$ cat config.mk
export PLATFORM = sky130hd
export DESIGN_NAME = psq_fifo
export DESIGN_NICKNAME = d
export VERILOG_FILES = /design/src/rtl/psq_fifo.sv
export SDC_FILE = /design/constraint.sdc
export NUM_CORES = 1
export LEC_CHECK = 0
export BUFFER_PORTS_ARGS = -buffer_cell sky130_fd_sc_hd__buf_2
export CAP_MARGIN = 30
export CORE_MARGIN = 1.5
export CORE_UTILIZATION = 52
export CTS_CLUSTER_DIAMETER = 60
export DETAILED_ROUTE_END_ITERATION = 10
export PLACE_DENSITY = 0.87
export SYNTH_ARGS = -nofsm -noshare
export SYNTH_HDL_FRONTEND = slang
export SYNTH_SLANG_ARGS = --single-unit
$ cat constraint.sdc
create_clock -name i_clk -period 3.2 [get_ports i_clk]
set_input_delay 0.16 -clock i_clk [delete_from_list [all_inputs] [get_ports i_clk]]
set_output_delay 0.16 -clock i_clk [all_outputs]
set_load 0.02 [all_outputs]
$ cat src/rtl/psq_fifo.sv
// ----------------------------------------------------------------------------
// psq_fifo
// two-entry queue between the front and the back
// ----------------------------------------------------------------------------
`default_nettype none

module psq_fifo #(
    parameter int W = 8
) (
    input  wire logic         i_clk,
    input  wire logic         i_rst_n,
    input  wire logic         i_push,
    input  wire logic [W-1:0] i_data,
    output logic              o_full,
    input  wire logic         i_pop,
    output logic              o_valid,
    output logic [W-1:0]      o_data
);

    logic [W-1:0] r_mem [2];
    logic         r_wptr;
    logic         r_rptr;
    logic [1:0]   r_cnt;

    always_ff @(posedge i_clk) begin
        if (!i_rst_n) begin
            r_wptr <= 1'b0;
            r_rptr <= 1'b0;
            r_cnt  <= 2'd0;
        end else begin
            if (i_push) begin
                r_wptr <= ~r_wptr;
            end
            if (i_pop) begin
                r_rptr <= ~r_rptr;
            end
            r_cnt <= r_cnt + 2'(i_push) - 2'(i_pop);
        end
    end

    always_ff @(posedge i_clk) begin
        if (i_push) begin
            r_mem[r_wptr] <= i_data;
        end
    end

    assign o_full  = r_cnt == 2'd2;
    assign o_valid = r_cnt != 2'd0;
    assign o_data  = r_mem[r_rptr];

endmodule

`default_nettype wire

==> flow_metrics.env <==
export IMPL_clockRootBuffer="clkbuf_4"
export IMPL_synth_top_family_by_area="multiplexers"
export IMPL_die_y_um=42.3
export IMPL_period_share_pct=47.5
export IMPL_holdCritPathClass="in2reg"
export IMPL_io_pins=22
export IMPL_grt_pass1_vias=418
export IMPL_grt_max_degree=12
export IMPL_postRouteAntennaNets=0
export IMPL_final_nets=85
export IMPL_p_leak_nw=0.390
export IMPL_die_area_mm2=0.00179
export IMPL_power_density_mw_per_mm2=567
export IMPL_netlist_area_um2=803
export IMPL_dr_pass1_iters=4
export IMPL_synth_compound_area_share_pct=0.935
export IMPL_routed_via_density=4.83
export IMPL_rows=14
export IMPL_status="completed"
export IMPL_cap_violations=0
export IMPL_fin_area_um2=950
export IMPL_tritoncts="done"
export IMPL_cts_clk_slew_worst_paths_ns=0.11
export IMPL_met1_length_um=412
export IMPL_clock_fmax_mhz=658
export IMPL_postSynthCellCount=46
export IMPL_initial_core_util_pct=54.6
export IMPL_top_layer="met4"
export IMPL_grt_pass1_wl_um=1790
export IMPL_drc=0
export IMPL_placed_cell_area_um2=923
export IMPL_critPathKind="reg2out"
export IMPL_yosys_warnings=0
export IMPL_syn_to_final_growth_pct=18.2
export IMPL_ctsResizeCount=0
export IMPL_wl_met3_um=44
export IMPL_gr_total_overflow=0
export IMPL_clock_sinks=21
export IMPL_slew_viol_final=0
export IMPL_cts_setup_buffers=0
export IMPL_worstPathRequired_ns=3.04
export IMPL_routedWlPerCell_um=11.5
export IMPL_final_hold_violation_count=0
export IMPL_cts_hold_buf=0
export IMPL_clock_path_buffers=2
export IMPL_grtUsageTotal_pct=14.0
export IMPL_htree_levels=1
export IMPL_synth_cell_types=12
export IMPL_synth_adder_area_share_pct=3.12
export IMPL_die_w_um=42.3
export IMPL_diodes=0
export IMPL_min_period_ns=1.52
export IMPL_synthXorXnorAreaFrac_pct=3.89
export IMPL_worst_slew_pin_slew_ns=0.710
export IMPL_crit_arrival_ns=1.36
export IMPL_utilization_pct=64.5
export IMPL_finClkSkew_ns=0.00706
export IMPL_yosysSeqAreaShare_pct=72.3
export IMPL_tns_ns=0
export IMPL_finalSetupViolations=0
export IMPL_coreArea_mm2=0.00147
export IMPL_worst_setup_path_end_kind="output port"
export IMPL_dr_total_vias=415
export IMPL_grt_setup_unrepaired="false"
export IMPL_worst_hold_slack_ns=0.0434
export IMPL_post_synth_mux_area_share_pct=11.2
export IMPL_dr_wl_met2_um=511
export IMPL_gp_congestion=0.601
export IMPL_wl_um=993
export IMPL_worst_setup_path_start_kind="flip-flop"
export IMPL_slew_limit_headroom_pct=52.6
export IMPL_io_buffers=21
export IMPL_crit_fanout=8
export IMPL_drive_gt1_share_pct=34.3
export IMPL_initialDrtViolationCount=5
export IMPL_synthSimpleGateAreaFrac_pct=7.01
export IMPL_cts_buffers=3
export IMPL_peakVddDrop_mv=0.330
export IMPL_clkLatencyLatePin_ns=0.30
export IMPL_antenna_found_initial=0
export IMPL_synth_seq_cells=21
export IMPL_synthesis_nets=60
export IMPL_syn_area_per_cell_um2=17.5
-- worst max-delay path: stages (launching register included) --
cell and delay (ns):
dfxtp_1 0.53, mux2_1 0.37, buf_2 0.16
-- per-stage QoR --
stage | instances | total power, mW | setup slack [ns]
after CTS | 86 | 0.545 | 1.65
after detailed placement | 82 | 0.426 | 1.94
after global placement | 82 | 0.422 | 1.98
after floorplan | 46 | 0.395 | 2.06
after global routing | 86 | 0.571 | 1.57
final | 86 | 0.539 | 1.68
-- synth_stat cells --
cell type / number / area share, %
and2_1: 4 / 3.1
xor2_1: 1 / 1.1
o21a_1: 1 / 0.93
ha_1: 2 / 3.1
dfxtp_1: 5 / 12
buf_2: 1 / 0.62
edfxtp_1: 16 / 60
or2_1: 1 / 0.78
inv_1: 2 / 0.93
mux2_1: 8 / 11
nor2b_1: 4 / 3.1
xnor3_1: 1 / 2.8
-- cell families (layout without fill, tap and decap cells) --
| logic type | after synthesis | in the layout |
|---|---|---|
| AOI/OAI and AO/OA | 1 | 1 |
| and+or+nand+nor | 9 | 9 |
| DFF | 21 | 21 |
| buffers and inverters | 3 | 27 |
| xor gates and xnor gates | 2 | 2 |
| adders and majority gates | 2 | 2 |
| muxes | 8 | 8 |
-- cell type report --
cell class,instances,area [um^2]
repair buffers,21,105
clock buffers,4,26.3
multi-input cells,22,210
inverters,2,7.51
well taps,16,20.0
fillers,116,522
flip-flops and latches,21,581
-- path summary, 6_finish.rpt --
path,startpoint,slack [ns],end,depth (start not counted)
min reg2reg,r_rptr,0.58,flip-flop,2
max,flip-flop,1.68,o_data[2],2
max reg2reg,r_wptr,1.94,r_mem[0][1],1
min,i_data[2],0.04,r_mem[1][2],1
-- routing by layer --
| metal | vias up | GRT usage (%) |
|---|---|---|
| li1 | 212 | - |
| met1 | 189 | 17.7 |
| met2 | 12 | 22.8 |
| met3 | 2 | 2.59 |
| met4 | 0 | 7.50 |
| met5 | - | 0 |
-- flip-flops by register name (all words and copies together), names as in the netlist, named ones only --
register and count:
r_rptr 1, r_mem 16, r_cnt 2, r_wptr 1
-- power by group --
| part | total, mW | switching (mW) | internal, mW |
|---|---|---|---|
| combinational | 0.0937 | 0.0482 | 0.0456 |
| clock | 0.120 | 0.0719 | 0.0485 |
| sequential | 0.325 | 0.0108 | 0.314 |
| total | 0.539 | 0.131 | 0.408 |
-- cells in the final DEF (no fill, tap or decap) --
cell / Yosys / final
buf_2: 1 / 21
edfxtp_1: 16 / 16
mux2_1: 8 / 8
dfxtp_1: 5 / 5
and2_1: 4 / 4
nor2b_1: 4 / 4
clkbuf_4: 0 / 3
inv_1: 2 / 2
ha_1: 2 / 2
or2_1: 1 / 1
xor2_1: 1 / 1
o21a_1: 1 / 1
xnor3_1: 1 / 1
clkbuf_1: 0 / 1
Note: power is estimated with default switching activity, not from simulation.
