==> config.mk <==
export PLATFORM = sky130hd
export DESIGN_NAME = psq_front
export DESIGN_NICKNAME = d
export VERILOG_FILES = /design/src/rtl/psq_pkg.sv /design/src/rtl/psq_front.sv
export SDC_FILE = /design/constraint.sdc
export NUM_CORES = 1
export LEC_CHECK = 0
export BUFFER_PORTS_ARGS = -buffer_cell sky130_fd_sc_hd__buf_2
export CORE_MARGIN = 1
export CORE_UTILIZATION = 45
export CTS_CLUSTER_DIAMETER = 40
export DETAILED_ROUTE_END_ITERATION = 10
export PLACE_DENSITY = 0.66
export SLEW_MARGIN = 10
export SYNTH_ARGS = -nofsm -noshare
export SYNTH_HDL_FRONTEND = slang
export SYNTH_SLANG_ARGS = --single-unit
==> constraint.sdc <==
create_clock -name i_clk -period 5.01 [get_ports i_clk]
set_clock_uncertainty 0.2 [all_clocks]
set_input_delay 0.501 -clock i_clk [delete_from_list [all_inputs] [get_ports i_clk]]
set_output_delay 0.501 -clock i_clk [all_outputs]
set_load 0.01 [all_outputs]
==> src/rtl/psq_pkg.sv <==
// ----------------------------------------------------------------------------
// psq_pkg
// shared widths, register indexes, limits and types of the peak scorer
// ----------------------------------------------------------------------------
`default_nettype none

package psq_pkg;

    localparam int LEVEL_BITS_DEF    = 24;
    localparam int FRACTION_BITS_DEF = 8;

    localparam int POS_W      = 32;
    localparam int AREA_W     = 48;
    localparam int DAREA_W    = AREA_W + 1;
    localparam int SEG_AREA_W = 47;
    localparam int SEG_RNG_W  = 24;
    localparam int SLOPE_W    = 32;
    localparam int FILL_W     = 16;
    localparam int QUAL_W     = 24;
    localparam int SLVL_W     = 24;
    localparam int SRNG_W     = 24;
    localparam int SSLP_W     = 32;
    localparam int CFG_W      = 32;
    localparam int CFG_IDX_W  = 3;
    localparam int NET_W      = 66;
    localparam int DIV_W      = 64;
    localparam int DIVQ_W     = 32;
    localparam int DIVC_W     = 6;
    localparam int TERM_R_W   = 20;
    localparam int TERM_N     = 5;
    localparam int TERM_IX_W  = 3;
    localparam int TERM_N_W   = 33;
    localparam int TERM_D_W   = 32;
    localparam int SUM_W      = QUAL_W + 3;

    localparam int IN_TUSER_W  = 2;
    localparam int OUT_TUSER_W = 2;
    localparam int OUT_TDATA_W = 208;

    localparam logic [CFG_IDX_W-1:0] CFG_SCALE_LEVEL       = 3'd0;
    localparam logic [CFG_IDX_W-1:0] CFG_SCALE_LEFT_RANGE  = 3'd1;
    localparam logic [CFG_IDX_W-1:0] CFG_SCALE_RIGHT_RANGE = 3'd2;
    localparam logic [CFG_IDX_W-1:0] CFG_SCALE_LEFT_SLOPE  = 3'd3;
    localparam logic [CFG_IDX_W-1:0] CFG_SCALE_RIGHT_SLOPE = 3'd4;

    localparam logic [SLVL_W-1:0] RST_SCALE_LEVEL = 24'hFFFF00;
    localparam logic [SRNG_W-1:0] RST_SCALE_RANGE = 24'd256;
    localparam logic [SSLP_W-1:0] RST_SCALE_SLOPE = 32'd65536;

    localparam logic [QUAL_W-1:0]     QUAL_SAT     = 24'hFFFFFF;
    localparam logic [SEG_AREA_W-1:0] AREA_SAT     = 47'h7FFF_FFFF_FFFF;
    localparam logic [SLOPE_W-1:0]    SLOPE_SAT    = 32'hFFFF_FFFF;
    localparam logic [FILL_W-1:0]     FILL_SAT     = 16'hFFFF;
    localparam logic [QUAL_W-1:0]     GREAT_PEAK   = 24'd19660;
    localparam logic [QUAL_W-1:0]     GREAT_SHAPE  = 24'd13107;
    localparam logic [QUAL_W-1:0]     GOOD_SHAPE   = 24'd32768;
    localparam logic [QUAL_W-1:0]     ACCEPT_SHAPE = 24'd49152;

    localparam logic [DIVC_W-1:0] SLOPE_QBITS = 6'd32;
    localparam logic [DIVC_W-1:0] FILL_QBITS  = 6'd16;
    localparam logic [DIVC_W-1:0] TERM_QBITS  = 6'd20;

    typedef enum logic [3:0] {
        BS_IDLE,
        BS_MUL,
        BS_AREA,
        BS_SLOPE,
        BS_SLOPE_W,
        BS_FILL,
        BS_FILL_W,
        BS_TERM,
        BS_TERM_W,
        BS_SQ,
        BS_SUM,
        BS_DONE
    } t_back_state;

    typedef struct packed {
        logic              start;
        logic [DIVC_W-1:0] qbits;
    } t_div_req;

    typedef struct packed {
        logic done;
        logic sat;
    } t_div_rsp;

endpackage

`default_nettype wire

==> src/rtl/psq_front.sv <==
// ----------------------------------------------------------------------------
// psq_front
// takes peaks, links each to its predecessor and queues the segment basics
// ----------------------------------------------------------------------------
`default_nettype none

module psq_front import psq_pkg::*; #(
    parameter int LEVEL_BITS = LEVEL_BITS_DEF
) (
    input  wire logic                         i_clk,
    input  wire logic                         i_rst_n,
    input  wire logic                         i_valid,
    output logic                              o_ready,
    input  wire logic [POS_W-1:0]             i_position,
    input  wire logic signed [LEVEL_BITS-1:0] i_level,
    input  wire logic signed [AREA_W-1:0]     i_area_sum,
    input  wire logic                         i_is_max,
    input  wire logic                         i_trace_start,
    input  wire logic                         i_full,
    output logic                              o_push,
    output logic [2+POS_W+3*LEVEL_BITS+DAREA_W-1:0] o_item
);

    logic                         r_have_prior;
    logic [POS_W-1:0]             r_pos;
    logic signed [LEVEL_BITS-1:0] r_level;
    logic signed [AREA_W-1:0]     r_area;

    logic                         w_linked;
    logic                         w_cand;
    logic [POS_W-1:0]             w_len;
    logic signed [LEVEL_BITS:0]   w_diff;
    logic [LEVEL_BITS-1:0]        w_range;
    logic signed [LEVEL_BITS-1:0] w_lo;
    logic signed [DAREA_W-1:0]    w_darea;

    always_comb begin
        w_linked = r_have_prior && !i_trace_start;
        w_cand   = !i_is_max && i_level < 0;
        w_len    = w_linked ? i_position - r_pos : i_position;
        w_diff   = (LEVEL_BITS+1)'(i_level) - (LEVEL_BITS+1)'(r_level);
        w_range  = w_diff < 0 ? LEVEL_BITS'(-w_diff) : LEVEL_BITS'(w_diff);
        w_lo     = i_level < r_level ? i_level : r_level;
        w_darea  = DAREA_W'(i_area_sum) - DAREA_W'(r_area);
    end

    assign o_ready = !i_full;
    assign o_push  = i_valid && !i_full;
    assign o_item  = {w_linked, w_cand, w_len, w_range, w_lo, r_level, w_darea};

    always_ff @(posedge i_clk) begin
        if (!i_rst_n) begin
            r_have_prior <= 1'b0;
            r_pos        <= '0;
            r_level      <= '0;
            r_area       <= '0;
        end else if (o_push) begin
            r_have_prior <= 1'b1;
            r_pos        <= i_position;
            r_level      <= i_level;
            r_area       <= i_area_sum;
        end
    end

endmodule

`default_nettype wire

==> impl_results.md <==
* Synth-to-Final Area Change at 17.2%
* Mapped Area at 10500 sq um
* GPL Wtd Cong at 0.871
* Hold Violations, Final at 0
* Rel. slew slack at 37.1%
* Startpoint types: flip-flop
* FF+latch count, synth at 105
* Vias in the first global route at 9971
* Final non-filler cell area at 12300 sq um
* Peak supply drop at 0.000143 V
* Final core occ at 54.1%
* Pre-CTS setup slack at 0.509 ns
* Nets@finish at 1919
* Layout cell share with drive strength beyond 1 at 18.7%
* Initial Utilization at 46.1%
* Post-route DRC at 0
* WP data required at 4.31 ns
* Measured slew at the worst slew-check pin at 0.944 ns
* Detailed-route via count at 10569
* Endpoints failing setup at 0
* Core area at 22700 sq um
* Max_cap viols at 0
* Core Rows at 55
* Largest net degree at the start of global routing at 76
* Period utilisation layout at 90.6%
* YS warnings at 0
* Die Y at 155 microns
* Cell Pwr Density at 237 nW/um^2
* Drt total wl at 27600 microns
* Seq/Total Area, Yosys at 20.1%
* Number of flops mapped to enable cells by yosys at 0
* Post-synthesis cell type count at 73
* Setup WS post-layout at 0.469 ns
* Final slew viol count at 0
* Max frequency at 220 MHz
* Initial antenna violation count at 8
* Clock buffer depth at 2
* Critical Path Fanout Max at 7
* # hold bufs at CTS at 0
* RSZ-0062 raised after global routing: no
* Syn nets at 1692
* Tmin final at 4.54 ns
* DP Area at 12000 sq um
* Resize count post-CTS at 0
* CP Capture Type: primary output
* Setup CP Type: reg -> out
* Grt ovf at 0
* Die area at 23900 sq um
* Asr flop ratio synth at 0%
* First-pass GRT wire length at 46600 microns
* Post-Syn Instances at 1475
* Avg Cell Area, Syn at 7.10 sq um
* Final HPWL DP at 21600 microns
* CTS Root Buffer Type: clkbuf_16
* H-tree depth at 3
* Setup TNS at 0 ns
* Iter 0 DRT Violations at 499
* Number of vias per cell at 5.29
* Average wire per standard cell at 13.8 microns
* Die width at 155 microns
* Status: completed
* 1st-pass router iterations at 5
* LEAKAGE at 5.34 nW
* Setup bufs post-CTS at 0
* I/O pins at 267
* Fillers at 2307
* Clock latency on the worst-skew pair at 0.35 ns
* Clock-pin slew of the registers on the worst-case setup and hold paths at 0.07 ns
* Number of buffers created by CTS at 9
* IO Port Bufs at 266
* Worst Path Arrival at 3.84 ns
* Tot GR Track Use at 23.5%
* Routed Antenna Nets at 0
* Clock sink count at 105
* Worst Hold Class: in -> reg
* Ys flop type: dfxtp_1
* CTS tree: yes
[report_power, final]
| group | total [W] | switching [W] | internal (W) |
|---|---|---|---|
| clock | 0.000674 | 0.000334 | 0.000340 |
| sequential | 0.000894 | 0.0000212 | 0.000873 |
| combinational | 0.00134 | 0.000777 | 0.000568 |
[cells in the mapped netlist (all sizes together), types with 3 or more instances]
cell type    n  share of area [%]
o21a        20                1.4
a311oi       4               0.39
mux2i        3               0.29
or4          3               0.25
or3          8               0.53
nor2b       13               0.78
nand2b      19                1.1
o311a        3               0.29
a221oi       4               0.33
buf          8               0.37
a21o        37                2.7
inv        127                4.5
o2111ai      4               0.33
xor2        40                3.3
o21bai       8               0.57
nor4b        4               0.39
nor2        55                2.1
o31a         7               0.59
xnor2       65                5.4
a21oi       94                4.5
or2          9               0.56
and3        14               0.84
dfxtp      105                 20
fa           3               0.57
nand4       10               0.60
and2        13               0.80
a21boi     110                7.9
a31oi       12               0.86
o41ai        4               0.59
nor3        20               0.96
o21ai      102                4.9
a2111oi      3               0.37
o211ai       4               0.29
nand3       21                1.0
clkbuf      48                1.7
a211oi      12               0.86
ha         104                 12
o31ai        9               0.74
nand2      324                 12
[worst max-delay path, stage by stage (launching register included)]
cell,delay (ns)
dfxtp_1,0.33
inv_1,0.05
ha_1,0.32
a21o_1,0.19
a21oi_1,0.33
a21boi_0,0.19
o21a_1,0.21
o21ai_0,0.29
a211oi_1,0.20
o31a_1,0.33
o41ai_4,0.40
o21ai_0,0.28
xor2_1,0.20
buf_2,0.16
[placed cells by master (no fill, tap or decap), types with 3 or more instances in the layout]
cell	instances
nor2b_1	13
o21a_1	20
and3_1	14
ha_1	104
a21boi_0	110
and2_1	12
o31ai_1	7
xnor2_1	65
nor2_1	53
o2111ai_1	4
a211oi_1	12
or2_2	8
diode_2	5
o31a_1	7
nor4b_1	3
inv_1	126
dfxtp_1	105
a221oi_1	4
o21ai_0	99
buf_2	266
clkbuf_16	9
mux2i_1	3
xor2_1	40
o311a_1	3
o21bai_1	8
o211ai_1	4
fa_1	3
clkbuf_1	3
a21o_1	37
nand2_1	323
nor3_1	20
nand2b_1	18
buf_4	6
nand4_1	10
or3_1	7
a311oi_1	3
nand3_1	21
a21oi_1	94
a31oi_1	11
[cell families (layout without fill, tap and decap cells)]
kind of cell / after synthesis / in the layout / share of synthesized area [%]
adders and majority gates: 107 / 107 / 13.0
buffers and inverters: 183 / 415 / 6.64
muxes: 5 / 5 / 0.502
DFF: 105 / 105 / 20.1
other: 0 / 5 / 0
xor gates and xnor gates: 105 / 105 / 8.78
AOI/OAI and AO/OA: 452 / 452 / 29.0
and+or+nand+nor: 518 / 518 / 22.1
[cell type report]
type,count,area (sq um),share of cell area [%]
sequential,105,2100,17.1
tap,285,357,2.90
clock inverter,4,30.0,0.244
multi-input combinational,1187,7690,62.6
clock buffer,12,236,1.93
inverter,127,478,3.89
timing repair buffer,272,1380,11.2
antenna,5,12.5,0.102
[through the flow]
step | std cells | hold WS (ns) | total power, W
after global placement | 1976 | 0.250 | 0.00224
after detailed placement | 1976 | 0.257 | 0.00225
after floorplan | 1475 | 0.242 | 0.00183
after CTS | 1992 | 0.184 | 0.00295
after global routing | 1996 | 0.191 | 0.00313
final | 1997 | 0.205 | 0.00291
[state kept, by name, summed over array words and instances (netlist names)]
| register | cells |
|---|---|
| r_area | 48 |
| r_have_prior | 1 |
| r_level | 24 |
| r_pos | 32 |
[metal layers]
layer | share of wire (%) | wire [microns] | vias up | GRT usage [%]
li1 | - | - | 5525 | -
met1 | 47 | 12900 | 4767 | 29.1
met2 | 46 | 12600 | 231 | 40.9
met3 | 5.0 | 1390 | 40 | 4.29
met4 | 2.3 | 635 | 6 | 7.73
met5 | 0.13 | 37 | - | 0
[final timing paths]
path / slack, ns / startpoint / endpoint / depth (start not counted)
worst min-delay path: 0.20 / i_area_sum[17] / r_area[17] / 3
worst max-delay path: 0.47 / r_area[4] / o_item[40] / 13
worst min register to register: 0.26 / r_pos[18] / r_pos[18] / 2
worst max register to register: 4.08 / r_level[1] / r_level[1] / 2
No activity file was read; power rests on OpenSTA's default activity.
